`src/hw/rtl/mbt_pkg.sv`:
```
// Package with types, constants and helpers of the Mandelbrot membership test.
`timescale 1ns / 1ps
package mbt_pkg;

   localparam int FRAC_BITS   = 24;
   localparam int MAX_COLUMNS = 1024;
   localparam int MAX_ROWS    = 1024;
   localparam int ESCAPE_SQ   = 100;

   localparam int COORD_W = 10;
   localparam int Z_W     = 32;
   localparam int STEP_W  = 31;
   localparam int ITER_W  = 16;
   localparam int PROD_W  = 2 * Z_W;
   localparam int WIDE_W  = 50;
   localparam int CSR_IDX_W = 3;

   localparam logic [PROD_W-1:0] ESCAPE_LIMIT = PROD_W'(ESCAPE_SQ) << (2 * FRAC_BITS);

   localparam logic signed [WIDE_W-1:0] SAT_HI = {{(WIDE_W-Z_W+1){1'b0}}, {(Z_W-1){1'b1}}};
   localparam logic signed [WIDE_W-1:0] SAT_LO = {{(WIDE_W-Z_W+1){1'b1}}, {(Z_W-1){1'b0}}};

   localparam logic signed [Z_W-1:0] X_ORIGIN_RST = 32'shFE00_0000;
   localparam logic signed [Z_W-1:0] Y_ORIGIN_RST = 32'shFF00_0000;
   localparam logic [STEP_W-1:0]     X_STEP_RST   = 31'd335544;
   localparam logic [STEP_W-1:0]     Y_STEP_RST   = 31'd335544;
   localparam logic [ITER_W-1:0]     ITER_RST     = 16'd1000;

   typedef enum logic [CSR_IDX_W-1:0] {
      CSR_X_ORIGIN = 3'd0,
      CSR_X_STEP   = 3'd1,
      CSR_Y_ORIGIN = 3'd2,
      CSR_Y_STEP   = 3'd3,
      CSR_MAX_ITER = 3'd4
   } mbt_csr_type;

   typedef enum logic [2:0] {
      ST_IDLE,
      ST_MUL_CR,
      ST_MUL_CI,
      ST_SQ_RE,
      ST_SQ_IM,
      ST_CROSS,
      ST_UPDATE,
      ST_FINISH
   } mbt_state_type;

   typedef struct packed {
      logic signed [Z_W-1:0] x_origin;
      logic [STEP_W-1:0]     x_step;
      logic signed [Z_W-1:0] y_origin;
      logic [STEP_W-1:0]     y_step;
      logic [ITER_W-1:0]     max_iterations;
   } mbt_cfg_type;

   typedef struct packed {
      logic                  hit;
      logic signed [Z_W-1:0] value;
   } mbt_sat_type;

   // Clamps a wide signed sum to the 32-bit range and flags when it had to.
   function automatic mbt_sat_type mbt_clamp(input logic signed [WIDE_W-1:0] v);
      mbt_sat_type r;
      r.hit   = 1'b0;
      r.value = v[Z_W-1:0];
      if (v > SAT_HI) begin
         r.hit   = 1'b1;
         r.value = SAT_HI[Z_W-1:0];
      end else if (v < SAT_LO) begin
         r.hit   = 1'b1;
         r.value = SAT_LO[Z_W-1:0];
      end
      return r;
   endfunction

endpackage

```
`src/hw/rtl/mbt_regs.sv`:
```
// Configuration register file of the Mandelbrot membership test.
`timescale 1ns / 1ps
module mbt_regs (
   input  logic                          clock,
   input  logic                          reset,
   input  logic                          csr_valid,
   output logic                          csr_ready,
   input  logic [mbt_pkg::CSR_IDX_W-1:0] csr_index,
   input  logic [31:0]                   csr_wdata,
   output mbt_pkg::mbt_cfg_type          cfg
);
   import mbt_pkg::*;

   mbt_cfg_type cfg_ff;
   mbt_cfg_type cfg_in;

   assign csr_ready = 1'b1;
   assign cfg       = cfg_ff;

   always_comb begin
      cfg_in = cfg_ff;
      if (csr_valid) begin
         unique case (mbt_csr_type'(csr_index))
            CSR_X_ORIGIN: cfg_in.x_origin       = csr_wdata;
            CSR_X_STEP:   cfg_in.x_step         = csr_wdata[STEP_W-1:0];
            CSR_Y_ORIGIN: cfg_in.y_origin       = csr_wdata;
            CSR_Y_STEP:   cfg_in.y_step         = csr_wdata[STEP_W-1:0];
            CSR_MAX_ITER: cfg_in.max_iterations = csr_wdata[ITER_W-1:0];
            default:      cfg_in = cfg_ff;
         endcase
      end
   end

   always_ff @(posedge clock) begin
      if (reset) begin
         cfg_ff.x_origin       <= X_ORIGIN_RST;
         cfg_ff.x_step         <= X_STEP_RST;
         cfg_ff.y_origin       <= Y_ORIGIN_RST;
         cfg_ff.y_step         <= Y_STEP_RST;
         cfg_ff.max_iterations <= ITER_RST;
      end else begin
         cfg_ff <= cfg_in;
      end
   end

endmodule

```
`config.mk`:
```
export PLATFORM = sky130hd
export DESIGN_NAME = mbt_regs
export DESIGN_NICKNAME = d
export VERILOG_FILES = /design/src/hw/rtl/mbt_pkg.sv /design/src/hw/rtl/mbt_regs.sv
export SDC_FILE = /design/constraint.sdc
export NUM_CORES = 1
export LEC_CHECK = 0
export ABC_AREA = 0
export BUFFER_PORTS_ARGS = -buffer_cell sky130_fd_sc_hd__buf_2
export CORE_ASPECT_RATIO = 2
export CORE_MARGIN = 4
export CORE_UTILIZATION = 40
export DETAILED_ROUTE_END_ITERATION = 6
export GPL_ROUTABILITY_DRIVEN = 0
export GPL_TIMING_DRIVEN = 0
export HOLD_SLACK_MARGIN = 0.03
export PLACE_DENSITY = 0.65
export SYNTH_ARGS = -nofsm -noshare
export SYNTH_HDL_FRONTEND = slang
export SYNTH_SLANG_ARGS = --single-unit
```
`constraint.sdc`:
```
create_clock -name clock -period 2 [get_ports clock]
set_clock_uncertainty 0.2 [all_clocks]
set_input_delay 0.4 -clock clock [delete_from_list [all_inputs] [get_ports clock]]
set_output_delay 0.4 -clock clock [all_outputs]
set_load 0.02 [all_outputs]
```
==> results.json <==
{
  "grt_pass1_vias": 4722,
  "clk_path_buf_depth": 2,
  "yosysWarnings": 0,
  "hold_viol": 0,
  "grt_antenna_before_repair": 1,
  "initial_core_util": 0.411,
  "hpwl_um": 13100,
  "tightestPinTransition_ns": 0.669,
  "max_slew_margin": 0.554,
  "place_ws_ns": 0.139,
  "synth_area_per_cell_um2": 10.7,
  "grt-ovfl-total": 0,
  "leakage_nw": 3.68,
  "fin_nets": 757,
  "die_h_um": 175,
  "vdd_drop_max_mv": 0.538,
  "cts_max_level": 4,
  "whs_ns": 0.0635,
  "synth-seq-area-share": 0.509,
  "cts_hold_buf": 0,
  "insertion_delay_ns": 0.41,
  "cts_resized": 0,
  "antenna_left": 0,
  "cp_slowest_cell": "dfxtp_1",
  "drc_errors": 0,
  "finalSetupViolCount": 0,
  "via_count": 4414,
  "io_buffers": 178,
  "tns_ns": 0,
  "netlist_area_um2": 5590,
  "p_per_area_nw_per_um2": 897,
  "cts.clk_slew.worst_paths_ns": 0.06,
  "period_share": 0.781,
  "fmax_ghz": 0.640,
  "core_area_um2": 13600,
  "cts_made_buffers": 17,
  "yosysUniqueCellTypes": 13,
  "rsz0062_at_grt": "false",
  "synth_nets": 560,
  "status": "completed",
  "grt_pass1_wl_um": 25900,
  "die_w_um": 91.6,
  "drive_gt1_frac": 0.313,
  "syn2layout_area_growth_pct": 30.6,
  "worstSetupPathType": "flip-flop to primary output",
  "path_max_fanout": 2,
  "final_area_um2": 7300,
  "cts_tree": "built",
  "via_per_inst": 4.81,
  "placed_area_um2": 6710,
  "grt_max_degree": 17,
  "rows": 60,
  "critPathBufInv": 1,
  "grt_usage": 0.212,
  "cp.required_ns": 1.40,
  "drt-initial-drc-count": 115,
  "holdCritPathClass": "input port to flip-flop",
  "firstDrtPassIters": 4,
  "wirelength_um": 16900,
  "largest_reg_flops": 142,
  "synth_cells": 522,
  "synth_seq_cells": 142,
  "final-max-slew-violation-count": 0,
  "start_kind": "flip-flop",
  "wl_per_cell_um": 18.4,
  "crit_family": "flip-flops",
  "critPathMaxStageDelay_ns": 0.37,
  "critical_path.cell_chain": "buf_2",
  "io_pins": 181,
  "clock_sink_count": 142,
  "postCtsSetupRepairBufs": 0,
  "cp.arrival_ns": 0.96,
  "maxCapViolations": 0,
  "final_common_cell": "buf_2",
  "cts-root-buf": "clkbuf_16",
  "end_kind": "primary output",
  "fin_crit_ns": 1.56,
  "fin_util": 0.537,
  "final_cell_mix": "buf_2 (193), mux2i_1 (142), dfxtp_1 (142)",
  "die_area_um2": 16000,
  "worst_slack_ns": 0.437
}
-- cell usage after synthesis --
cell type    n  area [um2]
mux2i_1    142        1420
nand4b_1     1        8.76
nand2b_1   132         826
nor4b_4      1        23.8
conb_1       1        3.75
clkbuf_1    17        63.8
buf_2       15        75.1
or4b_1       1        10.0
dfxtp_1    142        2840
and4bb_1     1        12.5
nor2_1      61         229
nand4bb_1    3        33.8
buf_4        5        37.5
-- final cells by class --
type | count | area, um2
Sequential cell | 142 | 2840
Clock inverter | 10 | 113
Tap cell | 186 | 233
Timing Repair Buffer | 178 | 891
Antenna cell | 1 | 2.50
Buffer | 37 | 176
Fill cell | 1265 | 6290
Clock buffer | 21 | 470
Multi-Input combinational cell | 343 | 2570
-- logic make-up after synthesis --
| group | Yosys count | synth area share |
|---|---|---|
| flip-flops | 142 | 0.509 |
| AND/OR/NAND/NOR | 200 | 0.205 |
| other | 1 | 0.000671 |
| multiplexers | 142 | 0.254 |
| buffers and inverters | 37 | 0.0316 |
-- stage by stage --
| step | power, mW | cells |
|---|---|---|
| floorplan | 3.30 | 522 |
| global placement | 3.50 | 886 |
| detailed placement | 3.51 | 886 |
| CTS | 6.61 | 917 |
| global route | 6.74 | 918 |
| finish | 6.54 | 918 |
-- power by group --
group	switching [mW]	leakage, nW	internal [mW]
Combinational	0.316	2.24	0.198
Sequential	0.0353	1.15	2.89
Clock	1.18	0.285	1.92
Total	1.53	3.68	5.02
-- metal layers --
| metal | GRT usage | routed length, um |
|---|---|---|
| met1 | 0.201 | 5860 |
| met5 | 0 | 0 |
| met4 | 0.0875 | 481 |
| met3 | 0.0551 | 865 |
| met2 | 0.415 | 9700 |
-- path summary, 6_finish.rpt --
check                        start               endpoint  slack, ns  cells past startpoint
max           cfg[89]$_SDFFE_PP1P_                cfg[89]       0.44                      1
min                   csr_wdata[6]    cfg[6]$_SDFFE_PP1P_       0.06                      3
max reg2reg   cfg[25]$_SDFFE_PP1P_   cfg[25]$_SDFFE_PP1P_       1.15                      2
min reg2reg  cfg[106]$_SDFFE_PP0P_  cfg[106]$_SDFFE_PP0P_       0.27                      2
No activity file was read; power rests on OpenSTA's default activity.
